--- src/hdl/vlist_pkg.sv ---
// ----------------------------------------------------------------------------
// vlist_pkg
// Types and codes shared by the value list controller, datapath and top level.
// ----------------------------------------------------------------------------
`timescale 1ns / 1ps
`default_nettype none

package vlist_pkg;

  localparam int MAX_RESULTS = 32;

  localparam logic [2:0] KIND_INS_FRONT = 3'd0;
  localparam logic [2:0] KIND_INS_REAR  = 3'd1;
  localparam logic [2:0] KIND_DEL_FRONT = 3'd2;
  localparam logic [2:0] KIND_DEL_REAR  = 3'd3;
  localparam logic [2:0] KIND_DEL_VALUE = 3'd4;
  localparam logic [2:0] KIND_DUMP      = 3'd5;

  localparam logic [1:0] ST_OK       = 2'd0;
  localparam logic [1:0] ST_EMPTY    = 2'd1;
  localparam logic [1:0] ST_NOTFOUND = 2'd2;
  localparam logic [1:0] ST_FULL     = 2'd3;

  typedef struct packed {
    logic [2:0]         kind;
    logic signed [31:0] value;
  } req_t;

  typedef struct packed {
    logic [1:0]         status;
    logic signed [31:0] element;
    logic [4:0]         position;
    logic               last;
  } rsp_t;

  typedef enum logic [3:0] {
    DP_NONE,
    DP_INS_FRONT,
    DP_INS_REAR,
    DP_DEL_FRONT,
    DP_DEL_REAR,
    DP_LOAD,
    DP_SEARCH,
    DP_SHIFT_START,
    DP_SHIFT,
    DP_DEL_DONE,
    DP_DUMP
  } dp_op_t;

  typedef struct packed {
    dp_op_t     op;
    logic       emit;
    logic [1:0] emit_status;
  } cmd_t;

  typedef struct packed {
    logic empty;
    logic full;
    logic hit;
    logic miss_end;
    logic walk_end;
    logic dump_end;
  } sts_t;

endpackage

`default_nettype wire

--- src/hdl/vlist_ctrl.sv ---
// ----------------------------------------------------------------------------
// vlist_ctrl
// Command sequencer: decodes requests and steps search, shift and dump walks.
// ----------------------------------------------------------------------------
`timescale 1ns / 1ps
`default_nettype none

module vlist_ctrl
  import vlist_pkg::*;
(
  input  wire logic clk,
  input  wire logic rst,
  input  wire logic start,
  input  wire req_t req,
  input  wire sts_t sts,
  output cmd_t      cmd,
  output logic      busy
);

  typedef enum logic [3:0] {
    S_IDLE   = 4'b0001,
    S_SEARCH = 4'b0010,
    S_SHIFT  = 4'b0100,
    S_DUMP   = 4'b1000
  } state_t;

  state_t state, state_next;

  always_ff @(posedge clk) begin
    if (rst) begin
      state <= S_IDLE;
    end else begin
      state <= state_next;
    end
  end

  assign busy = (state != S_IDLE);

  always_comb begin
    state_next      = state;
    cmd.op          = DP_NONE;
    cmd.emit        = 1'b0;
    cmd.emit_status = ST_OK;
    unique case (state)
      S_IDLE: begin
        if (start) begin
          cmd.emit = 1'b1;
          unique case (req.kind)
            KIND_INS_FRONT, KIND_INS_REAR: begin
              if (sts.full) begin
                cmd.emit_status = ST_FULL;
              end else begin
                cmd.op = (req.kind == KIND_INS_FRONT) ? DP_INS_FRONT : DP_INS_REAR;
              end
            end
            KIND_DEL_FRONT, KIND_DEL_REAR: begin
              if (sts.empty) begin
                cmd.emit_status = ST_EMPTY;
              end else begin
                cmd.op = (req.kind == KIND_DEL_FRONT) ? DP_DEL_FRONT : DP_DEL_REAR;
              end
            end
            KIND_DEL_VALUE, KIND_DUMP: begin
              if (sts.empty) begin
                cmd.emit_status = ST_EMPTY;
              end else begin
                cmd.emit   = 1'b0;
                cmd.op     = DP_LOAD;
                state_next = (req.kind == KIND_DUMP) ? S_DUMP : S_SEARCH;
              end
            end
            default: begin
              cmd.emit_status = ST_OK;
            end
          endcase
        end
      end
      S_SEARCH: begin
        if (sts.hit) begin
          cmd.op     = DP_SHIFT_START;
          state_next = S_SHIFT;
        end else if (sts.miss_end) begin
          cmd.emit        = 1'b1;
          cmd.emit_status = ST_NOTFOUND;
          state_next      = S_IDLE;
        end else begin
          cmd.op = DP_SEARCH;
        end
      end
      S_SHIFT: begin
        if (sts.walk_end) begin
          cmd.op     = DP_DEL_DONE;
          cmd.emit   = 1'b1;
          state_next = S_IDLE;
        end else begin
          cmd.op = DP_SHIFT;
        end
      end
      S_DUMP: begin
        cmd.op = DP_DUMP;
        if (sts.dump_end) begin
          state_next = S_IDLE;
        end
      end
      default: begin
        state_next = S_IDLE;
      end
    endcase
  end

endmodule

`default_nettype wire

--- src/hdl/vlist_dp.sv ---
// ----------------------------------------------------------------------------
// vlist_dp
// List datapath: circular entry store, head and count, read pipeline, results.
// ----------------------------------------------------------------------------
`timescale 1ns / 1ps
`default_nettype none

module vlist_dp
  import vlist_pkg::*;
#(
  parameter int CAPACITY = 32
) (
  input  wire logic clk,
  input  wire logic rst,
  input  wire req_t req,
  input  wire cmd_t cmd,
  output sts_t      sts,
  output logic      strobe,
  output rsp_t      rsp
);

  localparam int AW = $clog2(CAPACITY);
  localparam int CW = $clog2(CAPACITY + 1);
  localparam int DUMP_MAX = (CAPACITY < MAX_RESULTS) ? CAPACITY : MAX_RESULTS;
  localparam logic [CW:0]   CAP_X      = (CW + 1)'(CAPACITY);
  localparam logic [CW-1:0] CAP_W      = CW'(CAPACITY);
  localparam logic [CW-1:0] DUMP_MAX_W = CW'(DUMP_MAX);
  localparam logic [AW-1:0] LAST_SLOT  = AW'(CAPACITY - 1);

  function automatic logic [AW-1:0] wrap_add(input logic [AW-1:0] h,
                                             input logic [CW-1:0] l);
    logic [CW:0] s;
    s = (CW + 1)'(h) + (CW + 1)'(l);
    return (s >= CAP_X) ? AW'(s - CAP_X) : AW'(s);
  endfunction

  logic [31:0]   mem [CAPACITY];
  logic [AW-1:0] head, head_next;
  logic [CW-1:0] count, count_next;
  logic [CW-1:0] rd_idx, rd_idx_next;
  logic          pend_vld, pend_vld_next;
  logic [AW-1:0] pend_idx, pend_idx_next;
  logic [31:0]   rdata;
  logic [31:0]   value_q;

  logic          we;
  logic [AW-1:0] waddr;
  logic [31:0]   wdata;
  logic          re;
  logic [AW-1:0] raddr;
  logic [AW-1:0] head_m1;
  logic [CW-1:0] dump_n;
  logic [CW-1:0] pend_ext;
  logic          issue_walk;
  logic          issue_dump;
  logic          dump_out;

  assign head_m1    = (head == '0) ? LAST_SLOT : head - AW'(1);
  assign dump_n     = (count > DUMP_MAX_W) ? DUMP_MAX_W : count;
  assign pend_ext   = CW'(pend_idx);
  assign issue_walk = (rd_idx < count);
  assign issue_dump = (rd_idx < dump_n);
  assign raddr      = wrap_add(head, rd_idx);
  assign dump_out   = (cmd.op == DP_DUMP) && pend_vld;

  assign sts.empty    = (count == '0);
  assign sts.full     = (count == CAP_W);
  assign sts.hit      = pend_vld && (rdata == value_q);
  assign sts.miss_end = pend_vld && (rdata != value_q) && (pend_ext == count - CW'(1));
  assign sts.walk_end = !pend_vld && (rd_idx >= count);
  assign sts.dump_end = pend_vld && (pend_ext == dump_n - CW'(1));

  always_comb begin
    head_next     = head;
    count_next    = count;
    rd_idx_next   = rd_idx;
    pend_vld_next = 1'b0;
    pend_idx_next = rd_idx[AW-1:0];
    we            = 1'b0;
    waddr         = wrap_add(head, pend_ext - CW'(1));
    wdata         = rdata;
    re            = 1'b0;
    unique case (cmd.op)
      DP_INS_FRONT: begin
        we         = 1'b1;
        waddr      = head_m1;
        wdata      = req.value;
        head_next  = head_m1;
        count_next = count + CW'(1);
      end
      DP_INS_REAR: begin
        we         = 1'b1;
        waddr      = wrap_add(head, count);
        wdata      = req.value;
        count_next = count + CW'(1);
      end
      DP_DEL_FRONT: begin
        head_next  = (head == LAST_SLOT) ? '0 : head + AW'(1);
        count_next = count - CW'(1);
      end
      DP_DEL_REAR, DP_DEL_DONE: begin
        count_next = count - CW'(1);
      end
      DP_LOAD: begin
        rd_idx_next = '0;
      end
      DP_SEARCH: begin
        re            = issue_walk;
        pend_vld_next = issue_walk;
        if (issue_walk) begin
          rd_idx_next = rd_idx + CW'(1);
        end
      end
      DP_SHIFT_START: begin
        rd_idx_next = pend_ext + CW'(1);
      end
      DP_SHIFT: begin
        we            = pend_vld;
        re            = issue_walk;
        pend_vld_next = issue_walk;
        if (issue_walk) begin
          rd_idx_next = rd_idx + CW'(1);
        end
      end
      DP_DUMP: begin
        re            = issue_dump;
        pend_vld_next = issue_dump;
        if (issue_dump) begin
          rd_idx_next = rd_idx + CW'(1);
        end
      end
      default: begin
        pend_vld_next = 1'b0;
      end
    endcase
  end

  // entry store
  always_ff @(posedge clk) begin
    if (we) begin
      mem[waddr] <= wdata;
    end
    if (re) begin
      rdata <= mem[raddr];
    end
  end

  always_ff @(posedge clk) begin
    if (rst) begin
      head     <= '0;
      count    <= '0;
      rd_idx   <= '0;
      pend_vld <= 1'b0;
      strobe   <= 1'b0;
    end else begin
      head     <= head_next;
      count    <= count_next;
      rd_idx   <= rd_idx_next;
      pend_vld <= pend_vld_next;
      strobe   <= cmd.emit || dump_out;
    end
  end

  always_ff @(posedge clk) begin
    pend_idx <= pend_idx_next;
    if (cmd.op == DP_LOAD) begin
      value_q <= req.value;
    end
    if (dump_out) begin
      rsp.status   <= ST_OK;
      rsp.element  <= rdata;
      rsp.position <= 5'(pend_idx);
      rsp.last     <= sts.dump_end;
    end else begin
      rsp.status   <= cmd.emit_status;
      rsp.element  <= '0;
      rsp.position <= '0;
      rsp.last     <= 1'b1;
    end
  end

endmodule

`default_nettype wire

--- src/hdl/value_list_with_delete_by_value.sv ---
// quick requests: front/rear insert and delete, undefined kinds and requests on an empty list
//   answer in the cycle after the request and never raise busy
// delete by value: the search and then the shift behind the match take one entry per cycle;
//   busy falls as the result is strobed
// dump: up to 32 elements from the front, one per cycle, with busy falling as the last one
//   is strobed; reset clears head, occupancy, read state, strobe and the controller only
// ----------------------------------------------------------------------------
// value_list_with_delete_by_value
// Bounded ordered list of signed values with front/rear insert and delete,
// delete by value and dump.
// ----------------------------------------------------------------------------
`timescale 1ns / 1ps
`default_nettype none

module value_list_with_delete_by_value
  import vlist_pkg::*;
#(
  parameter int CAPACITY = 32
) (
  input  wire logic clk,
  input  wire logic rst,
  input  wire logic start,
  output logic      busy,
  input  wire req_t req,
  output logic      strobe,
  output rsp_t      rsp
);

  cmd_t cmd;
  sts_t sts;

  vlist_ctrl u_ctrl (
    .clk   (clk),
    .rst   (rst),
    .start (start),
    .req   (req),
    .sts   (sts),
    .cmd   (cmd),
    .busy  (busy)
  );

  vlist_dp #(
    .CAPACITY (CAPACITY)
  ) u_dp (
    .clk    (clk),
    .rst    (rst),
    .req    (req),
    .cmd    (cmd),
    .sts    (sts),
    .strobe (strobe),
    .rsp    (rsp)
  );

  // front/rear insert and delete answer in the cycle after the request
  a_quick_result : assert property (@(posedge clk) disable iff (rst)
    (start && !busy && (req.kind == KIND_INS_FRONT || req.kind == KIND_INS_REAR ||
      req.kind == KIND_DEL_FRONT || req.kind == KIND_DEL_REAR))
    |=> (strobe && rsp.last))
    else $error("missing result for single-cycle request");

  // leaving a walk always delivers the closing result
  a_walk_close : assert property (@(posedge clk) disable iff (rst)
    $fell(busy) |-> (strobe && rsp.last))
    else $error("walk ended without final result");

  // error results carry no element
  a_error_clean : assert property (@(posedge clk) disable iff (rst)
    (strobe && rsp.status != ST_OK) |-> (rsp.element == '0 && rsp.last))
    else $error("error result with element data");

  // no result while idle without a request or a walk in the previous cycle
  a_no_spurious : assert property (@(posedge clk) disable iff (rst)
    (!busy && !$past(start) && !$past(busy)) |-> !strobe)
    else $error("unexpected result");

endmodule

`default_nettype wire

--- config.mk ---
export PLATFORM = sky130hd
export DESIGN_NAME = value_list_with_delete_by_value
export DESIGN_NICKNAME = d
export VERILOG_FILES = /design/src/hdl/vlist_pkg.sv /design/src/hdl/vlist_ctrl.sv /design/src/hdl/vlist_dp.sv /design/src/hdl/value_list_with_delete_by_value.sv
export SDC_FILE = /design/constraint.sdc
export NUM_CORES = 1
export LEC_CHECK = 0
export CAP_MARGIN = 25
export CORE_UTILIZATION = 52
export DETAILED_ROUTE_END_ITERATION = 12
export DONT_BUFFER_PORTS = 1
export PLACE_DENSITY_LB_ADDON = 0.1
export SYNTH_ARGS = -nofsm -noshare
export SYNTH_HDL_FRONTEND = slang
export SYNTH_SLANG_ARGS = --single-unit
--- constraint.sdc ---
create_clock -name clk -period 8.25 [get_ports clk]
set_input_delay 1.2375 -clock clk [delete_from_list [all_inputs] [get_ports clk]]
set_output_delay 1.2375 -clock clk [all_outputs]
set_load 0.03 [all_outputs]
### Word-level counts from Yosys, hierarchy flattened

Memory sizes are Yosys's and may differ from the RTL's. A register that Yosys moved wholly into a read port is not among the register bits.
Index checks and enable logic that the tools add are counted.

* output and inout bits: 42
* bits of input ports: 38
* memory bits (writable): 1024
* flip-flop bits (word level): 100
* memories: 1

Memories
* u_dp.mem: depth 32, bits a word 32, read ports 1, clocked after memory_dff 1, wr ports 1, line vlist_dp.sv:37 `logic [31:0] mem [CAPACITY];`

* add/subtract/negate cells: 14
* order comparisons: 7
* multiplexer cells: 46
* reduce and logical (&&, ||, !) cells: 23
* equal/unequal tests: 34

Operator list (count)
* $mux 4: 11
* $eq 32x32->1: 1
* $mux 32: 1
* $ne 32x32->1: 1
* $pmux 4 s4: 2
* $mux 5: 5
* $pmux 6 s4: 1
* $add 5x6->7: 3
* $ge 7x6->1 const B: 3
* $eq 4x3->1 const B: 5
* $pmux 5 s2: 2
* $sub 5x1->5 const B: 4
* $mux 6: 3
* $eq 4x4->1 const B: 4
* $mux 3: 5
* $add 6x1->6 const B: 2
* $eq 4x2->1 const B: 3
* $eq 5x6->1: 2
* $lt 6x6->1: 2
* $pmux 4 s3: 1
* $pmux 6 s2: 1
* $sub 6x1->6 const B: 2
* $ne 2x2->1 const B: 5
* $reduce_or 2->1: 5
* other kinds (32): 50

### Longest topological paths before layout

Gate-level depths: netlist (run 1).

* depth after elaboration: 11
* mapped depth: 21
* gate-level depth less buffers: 19

### Cells and area by module

From an unflattened synthesis (run 1), not the netlist that was laid out.

* cells, all modules: 2632
* area total of the unflattened synthesis: 46151.8 sq um

By module, submodules not included
* vlist_dp: instances 1, cells an instance 2568, area an instance 45636.3 sq um
* vlist_ctrl: instances 1, cells an instance 64, area an instance 515.5 sq um

### Worst setup path before layout (run 1)

Ideal clock, no wire load.

* path kind: register to register
* from: register u_dp.count[0]
* to: memory u_dp.mem[25][0], enable pin
* clock period less this slack: 6.919 ns
* slack: 1.331 ns
* cell stages (with the launch flop): 21
* data arrival time: 6.458 ns
* setup time: 0.461 ns
* path buffers: 3
* cell sequence: dfxtp_1 clkbuf_1 inv_1 ha_1 or4b_1 buf_2 o2111ai_1 a21boi_2 nand3_1 a21oi_1 ha_1 inv_1 fa_1 inv_1 a21o_1 a21oi_1 xnor2_1 or3_1 a31o_2 buf_6 nor3_1

* cells in the longest elaborated chain, start to end: 11
* elaborated cells between the ends (all ways): 28
* those cells by class: 3 x add/sub; 2 x order compare; 5 x eq/ne; 14 x mux; 4 x reduce/logical

RTL lines
* start: declaration: line vlist_dp.sv:39 `logic [CW-1:0] count, count_next;`
* start signal: assignment: line vlist_dp.sv:157 `count <= count_next;`
* $sub 6x1->6: line vlist_dp.sv:69 `assign sts.miss_end = pend_vld && (rdata != value_q) && (pend_ext == count - CW'(1));`
* $eq 5x6->1: line vlist_dp.sv:69
* $logic_and 1x1->1: line vlist_dp.sv:69
* $mux 3: line vlist_ctrl.sv:82 `end else if (sts.miss_end) begin`
* $mux 3: line vlist_ctrl.sv:79 `if (sts.hit) begin`
* $pmux 4 s4: line vlist_ctrl.sv:44 `unique case (state)`
* $eq 4x1->1 / $eq 4x2->1 (equally long branches)
* $reduce_or 2->1 (no source line)
* $pmux 1 s2: line vlist_dp.sv:83 `unique case (cmd.op)`
* $mux 1: line vlist_dp.sv:140 `if (we) begin`
* $mux 1 (not written as such): line vlist_dp.sv:141 `mem[waddr] <= wdata;`
* end: declaration: line vlist_dp.sv:37

Several ways; a longest one is shown, not always the timed one.

### Worst setup path in the final report (run 1)

* from: register u_dp.count[0]
* to: memory u_dp.mem[9][28], enable pin

The elaborated chain is that of the path after synthesis.

==> flow_metrics.py, run 1 <==
metrics = {
    "job": {
        "drv_cap": 0,
    },
    "pwr": {
        "p_leak_nw": 16.4,
        "finalPower_mw": 16.4,
        "powerDensity_nw_per_um2": 318,
        "irDropWorstVdd_mv": 0.193,
    },
    "logic_synthesis": {
        "yosysWarnings": 0,
        "synth_seq_area_share": 0.738,
        "synthesis.area_um2": 46100,
        "synth_area_leader_cell": "edfxtp_1",
        "async_flop_share": 0,
        "avgSynthCellArea_um2": 18.1,
        "synth_edf_count": 1088,
        "yosysTopAreaCellShare": 0.709,
        "yosys-top-cells-count": "edfxtp_1, nand2_1, mux4_2",
        "netlist_instances": 2540,
        "synth_nets": 2607,
        "synth.most_common_cell": "edfxtp_1",
        "synth.distinct_cells": 70,
        "synth-main-ff-cell": "edfxtp_1",
        "ys_seq_elements": 1156,
        "ys_top_cells_by_area": "edfxtp_1, mux4_2, dfxtp_1, nand2_1, nand3_1",
    },
    "drt": {
        "viasPerCell": 6.36,
        "ant_nets": 0,
        "first_iter_violations": 2865,
        "first_pass_iters": 7,
        "via_count": 24400,
        "wl_per_cell_um": 32.2,
        "routed_wl_mm": 123,
        "drc": 0,
    },
    "clock_tree": {
        "clock_path_buffers": 3,
        "cts_tree": "built",
        "cts_sinks": 1156,
        "postCtsSetupRepairBufs": 0,
        "cts-resized-gates": 0,
        "cts_max_level": 3,
        "clkSlewWorstSetupHoldPaths_ns": 0.06,
        "cts-hold-fix-buffers": 0,
        "cts-buffers-inserted": 114,
        "root_buffer": "clkbuf_16",
        "clk_latency_ns": 0.70,
    },
    "sta": {
        "fin_ws_ns": 2.14,
        "setup_viol": 0,
        "maxSlewViolCount": 0,
        "worst_pin_slew_ns": 1.28,
        "rsz0062_at_grt": "no",
        "slew_headroom": 0.145,
        "hold_viol": 0,
        "min_period_ns": 6.11,
        "fmax_mhz": 164,
        "post-route-period-util": 0.740,
        "fin_setup_tns_ns": 0,
        "skew_ns": 0.0344,
    },
    "placement": {
        "gp_congestion": 0.906,
        "dpl.hpwl_mm": 73.7,
        "post-place-ws_ns": 2.22,
        "port_buffers": 0,
    },
    "grt": {
        "overflow": 0,
        "grt_pass1_vias": 24000,
        "grt_max_degree": 136,
        "grt_pass1_wl_mm": 175,
        "grt.total_usage": 0.279,
        "antenna_found_initial": 25,
    },
    "setup_path": {
        "cp-start-kind": "register",
        "rr_worst_depth": 19,
        "ff2ff_setup_slack_ns": 2.14,
        "critPathRequiredTime_ns": 8.59,
        "cp_slowest_stage_delay_ns": 0.58,
        "path_max_fanout": 25,
        "worst-path-buf-inv": 5,
        "critPathMostFrequentCell": "inv_1",
        "crit_chain": "inv_1, ha_1, or4b_1, o2111ai_1, a21boi_2, nand3_1, a21oi_1, ha_1, inv_1, fa_1, inv_1, a21o_1, a21oi_1, xnor2_1, or3_1, a31oi_2, buf_4, nor3_2, buf_4",
        "crit_arrival_ns": 6.45,
        "reg2reg_from": "u_dp.count[0]$_SDFFE_PP0P_",
        "crit_path_end_kind": "register",
        "slowest_stage": "or4b_1",
        "reg2reg_to": "u_dp.mem[9][28]$_DFFE_PP_",
        "critPathTopFamily": "simple AND/OR/NAND/NOR gates",
        "crit_type": "reg -> reg",
    },
    "min_path": {
        "hold_class": "reg -> reg",
        "whs_path_depth": 0,
        "hp-start": "u_dp.rd_idx[0]$_SDFFE_PP0P_",
        "hold_end": "u_dp.pend_idx[0]$_DFF_P_",
    },
    "floorplanning": {
        "start_util": 0.528,
        "fp.coreArea_um2": 87300,
        "io_pins": 80,
        "die-area_um2": 89800,
        "die_x_um": 300,
        "die_h_um": 300,
        "num_rows": 108,
    },
    "outcome": {
        "status": "finished clean",
    },
    "cells_and_area": {
        "drive_above_1_share": 0.226,
        "areaGrowthSynthToFinish_pct": 11.9,
        "fin_nets": 2641,
        "fin_util": 0.591,
    },
}
==> metal layers <==
layer  track usage  vias up  share of wire
met1         0.399    12800           0.41
met3        0.0921      195           0.11
met5             0        -         0.0016
met4        0.0720       28          0.026
met2         0.415     1164           0.46
li1              -    10200              -
==> kinds of logic (layout without fill, tap and decap cells) <==
logic type	after synthesis	count (layout)	share of synthesized area
flops	1156	1156	0.738
compound gates	133	133	0.0197
simple gates	690	690	0.0704
xor+xnor	66	66	0.0125
mux	304	304	0.137
buf+inv	162	294	0.0141
other cells	0	7	0
fa+ha+maj	29	29	0.00820
==> state kept, by name, indices dropped and copies added, names as in the netlist <==
register and flops:
u_dp.head 5, u_dp.strobe 1, u_dp.rd_idx 6, u_ctrl.state 4
u_dp.rsp 40, u_dp.value_q 32, u_dp.mem 1024, u_dp.rdata 32
u_dp.pend_idx 5, u_dp.pend_vld 1, u_dp.count 6
==> metrics by stage <==
stage	area (um^2)	std cells	hold WS [ns]
final	51600	3834	0.505
after global routing	51600	3827	0.525
after CTS	51500	3826	0.508
after detailed placement	47800	3612	0.504
after global placement	47700	3609	0.499
after floorplan	46100	2540	0.381
==> layout make-up <==
class | instances | area, um^2
Clock inverter | 76 | 684
Multi-Input combinational cell | 1222 | 11700
Fill cell | 6471 | 35700
Clock buffer | 138 | 3070
Antenna cell | 7 | 17.5
Inverter | 23 | 86.3
Timing Repair Buffer | 57 | 538
Sequential cell | 1156 | 34000
Tap cell | 1155 | 1450
==> worst max-delay path by stage <==
stage,slack [ns],endpoint,startpoint,cells after the start
floorplan,1.33,u_dp.mem[25][0]$_DFFE_PP_,u_dp.count[0]$_SDFFE_PP0P_,20
global placement,2.32,u_dp.mem[9][19]$_DFFE_PP_,u_dp.count[5]$_SDFFE_PP0P_,20
detailed placement,2.22,u_dp.mem[9][14]$_DFFE_PP_,u_dp.count[0]$_SDFFE_PP0P_,19
CTS,2.20,u_dp.mem[9][4]$_DFFE_PP_,u_dp.count[0]$_SDFFE_PP0P_,19
global route,1.71,u_dp.mem[9][4]$_DFFE_PP_,u_dp.count[5]$_SDFFE_PP0P_,20
finish,2.14,u_dp.mem[9][28]$_DFFE_PP_,u_dp.count[0]$_SDFFE_PP0P_,19
==> power by group <==
part           total [mW]  switching (mW)  leakage [nW]  internal (mW)
clock network        5.16            2.22          1.84           2.94
registers            7.12           0.103          10.3           7.02
logic                4.11            2.75          4.22           1.35
total                16.4            5.08          16.4           11.3
==> cells in the final DEF (no fill, tap or decap), drive strengths merged, types with 46 or more instances in the layout <==
master,count
and3,46
nand2,325
nand3,179
o21ai,51
dfxtp,68
xnor2,53
mux4,256
buf,57
clkbuf,138
edfxtp,1088
clkinv,54
Power figures use the tool's default switching activity.
==> run 2: changes to the inputs <==
- clock period: 8.25 -> 6.41 ns (I/O delays scaled with it)
==> flow_metrics.py, run 2 (synthesis gave the netlist of run 1 again) <==
metrics = {
    "outcome": {
        "status": "finished clean",
    },
    "floorplanning": {
        "die_h_um": 300,
        "die-area_um2": 89800,
        "io_pins": 80,
        "num_rows": 108,
        "die_x_um": 300,
        "fp.coreArea_um2": 87300,
        "start_util": 0.528,
    },
    "sta": {
        "maxSlewViolCount": 0,
        "setup_viol": 0,
        "fin_setup_tns_ns": 0,
        "min_period_ns": 6.02,
        "worst_hold_slack_ns": 0.322,
        "post-route-period-util": 0.939,
        "slew_headroom": 0.272,
        "fmax_mhz": 166,
        "rsz0062_at_grt": "no",
        "worst_pin_slew_ns": 1.09,
        "skew_ns": 0.0289,
        "hold_viol": 0,
    },
    "cells_and_area": {
        "drive_above_1_share": 0.233,
        "final_cell_mix": "edfxtp_1, nand2_1, mux4_2",
        "fin_nets": 2671,
        "reg.largest.list": "u_dp.mem: 1024 flops, u_dp.rsp: 40 flops",
        "fin_util": 0.597,
        "areaGrowthSynthToFinish_pct": 13.0,
        "final_common_cell": "edfxtp_1",
        "largest_reg_flops": 1024,
        "top_register": "u_dp.mem",
        "final_cells": 3869,
    },
    "pwr": {
        "swShare": 0.306,
        "finalPower_mw": 21.2,
        "powerDensity_nw_per_um2": 407,
        "p_int_mw": 14.7,
        "p_seq_frac": 0.432,
        "p_leak_nw": 16.8,
        "irDropWorstVdd_mv": 0.266,
        "p_switching_mw": 6.49,
        "pwr-share-clk": 0.318,
        "combPwrFrac": 0.250,
    },
    "drt": {
        "first_iter_violations": 3428,
        "viasPerCell": 6.38,
        "ant_nets": 0,
        "first_pass_iters": 6,
        "via_count": 24700,
        "routed_wl_mm": 123,
        "drc": 0,
        "wl_per_cell_um": 31.9,
    },
    "setup_path": {
        "critPathRequiredTime_ns": 6.78,
        "crit_path_end_kind": "register",
        "rr_worst_depth": 19,
        "reg2reg_from": "u_dp.rdata[3]$_DFFE_PP_",
        "reg2reg_to": "u_dp.mem[0][4]$_DFFE_PP_",
        "crit_type": "reg -> reg",
        "crit_arrival_ns": 6.39,
        "cp-start-kind": "register",
        "path_max_fanout": 18,
        "ff2ff_setup_slack_ns": 0.39,
    },
    "min_path": {
        "hp-start": "rst",
        "hold_class": "in -> reg",
        "whs_path_depth": 1,
        "hold_end": "u_dp.rd_idx[1]$_SDFFE_PP0P_",
    },
    "placement": {
        "port_buffers": 0,
        "gp_congestion": 0.905,
        "placed_cells": 3642,
        "dpl.hpwl_mm": 76.3,
    },
    "grt": {
        "antenna_found_initial": 24,
        "grt_max_degree": 65,
        "grt_pass1_vias": 24300,
        "grt.total_usage": 0.280,
        "grt_pass1_wl_mm": 178,
        "overflow": 0,
    },
    "clock_tree": {
        "cts-hold-fix-buffers": 0,
        "cts-resized-gates": 0,
        "clkSlewWorstSetupHoldPaths_ns": 0.06,
        "clock_path_buffers": 3,
        "cts_max_level": 3,
        "cts-buffers-inserted": 114,
        "cts_sinks": 1156,
        "cts_tree": "built",
        "root_buffer": "clkbuf_16",
        "clk_latency_ns": 0.71,
    },
    "job": {
        "drv_cap": 0,
    },
}
## run 2: cell types whose count changed in the layout (fill, tap and decap cells not counted), moves of 4 or more
cell / before / now
diode_2: 7 / 12
nor3_2: 32 / 16
clkinvlp_4: 8 / 3
buf_4: 49 / 65
inv_6: 2 / 8
clkinv_4: 7 / 1
clkbuf_8: 4 / 8
nor3_4: 0 / 16
buf_12: 5 / 22
## run 2: per-layer routing
layer / GRT usage / vias to the layer above / routed length (um)
met5: 0 / - / 118
met4: 0.0726 / 18 / 3010
met3: 0.0648 / 189 / 12400
met2: 0.413 / 1236 / 55800
met1: 0.424 / 13000 / 52200
li1: - / 10300 / -
## run 2: timing repair
action,4_1_cts,5_1_grt
endpoints found under the hold margin,0,0
setup buffers,0,1
endpoints found under the setup margin,0,16
## run 2: metrics by stage
stage	setup WS [ns]	instance area [um^2]
2_1_floorplan	-0.509	46200
3_3_place_gp	0.592	48300
3_5_place_dp	0.484	48300
4_1_cts	0.424	52000
5_1_grt	0.00794	52100
6_report	0.390	52100
## run 2: power by group through the flow
stage	Clock [mW]	Combinational [mW]	Sequential (mW)
after floorplan	0	3.36	9.24
after global placement	0	5.24	9.29
after detailed placement	0	5.31	9.31
after CTS	6.82	5.32	9.15
after global routing	7.09	5.65	9.17
final	6.74	5.31	9.15
## run 2: how the worst max path moves through the flow
stage	cells after the start	startpoint	endpoint
2_1_floorplan	20	u_dp.count[0]$_SDFFE_PP0P_	u_dp.mem[25][0]$_DFFE_PP_
3_3_place_gp	19	u_dp.count[1]$_SDFFE_PP0P_	u_dp.mem[10][16]$_DFFE_PP_
3_5_place_dp	18	u_dp.rdata[3]$_DFFE_PP_	u_dp.mem[6][9]$_DFFE_PP_
4_1_cts	18	u_dp.count[1]$_SDFFE_PP0P_	u_dp.mem[6][8]$_DFFE_PP_
5_1_grt	19	u_dp.count[1]$_SDFFE_PP0P_	u_dp.mem[0][31]$_DFFE_PP_
6_report	19	u_dp.rdata[3]$_DFFE_PP_	u_dp.mem[0][4]$_DFFE_PP_
## run 2: layout make-up
cell class	count	area, um^2
well taps	1155	1450
clock inverters	71	663
multi-input cells	1222	11800
diodes	12	30.0
clock buffers	143	3110
inverters	23	86.3
repair buffers	87	928
flip-flops and latches	1156	34000
fillers	6434	35200
## run 2: critical path: stages (launching register included)
cell      delay, ns
edfxtp_1       0.42
xnor2_1        0.38
nand4_1        0.22
nor4_2         0.78
nand4_2        0.34
nand3_1        0.38
nor2_1         0.07
a21oi_1        0.14
ha_1           0.20
inv_1          0.07
fa_1           0.43
inv_1          0.08
a21o_1         0.11
a21oi_1        0.07
xnor2_1        0.17
or3_1          0.20
a31oi_4        0.23
buf_4          0.26
nor3_4         0.69
buf_4          0.42
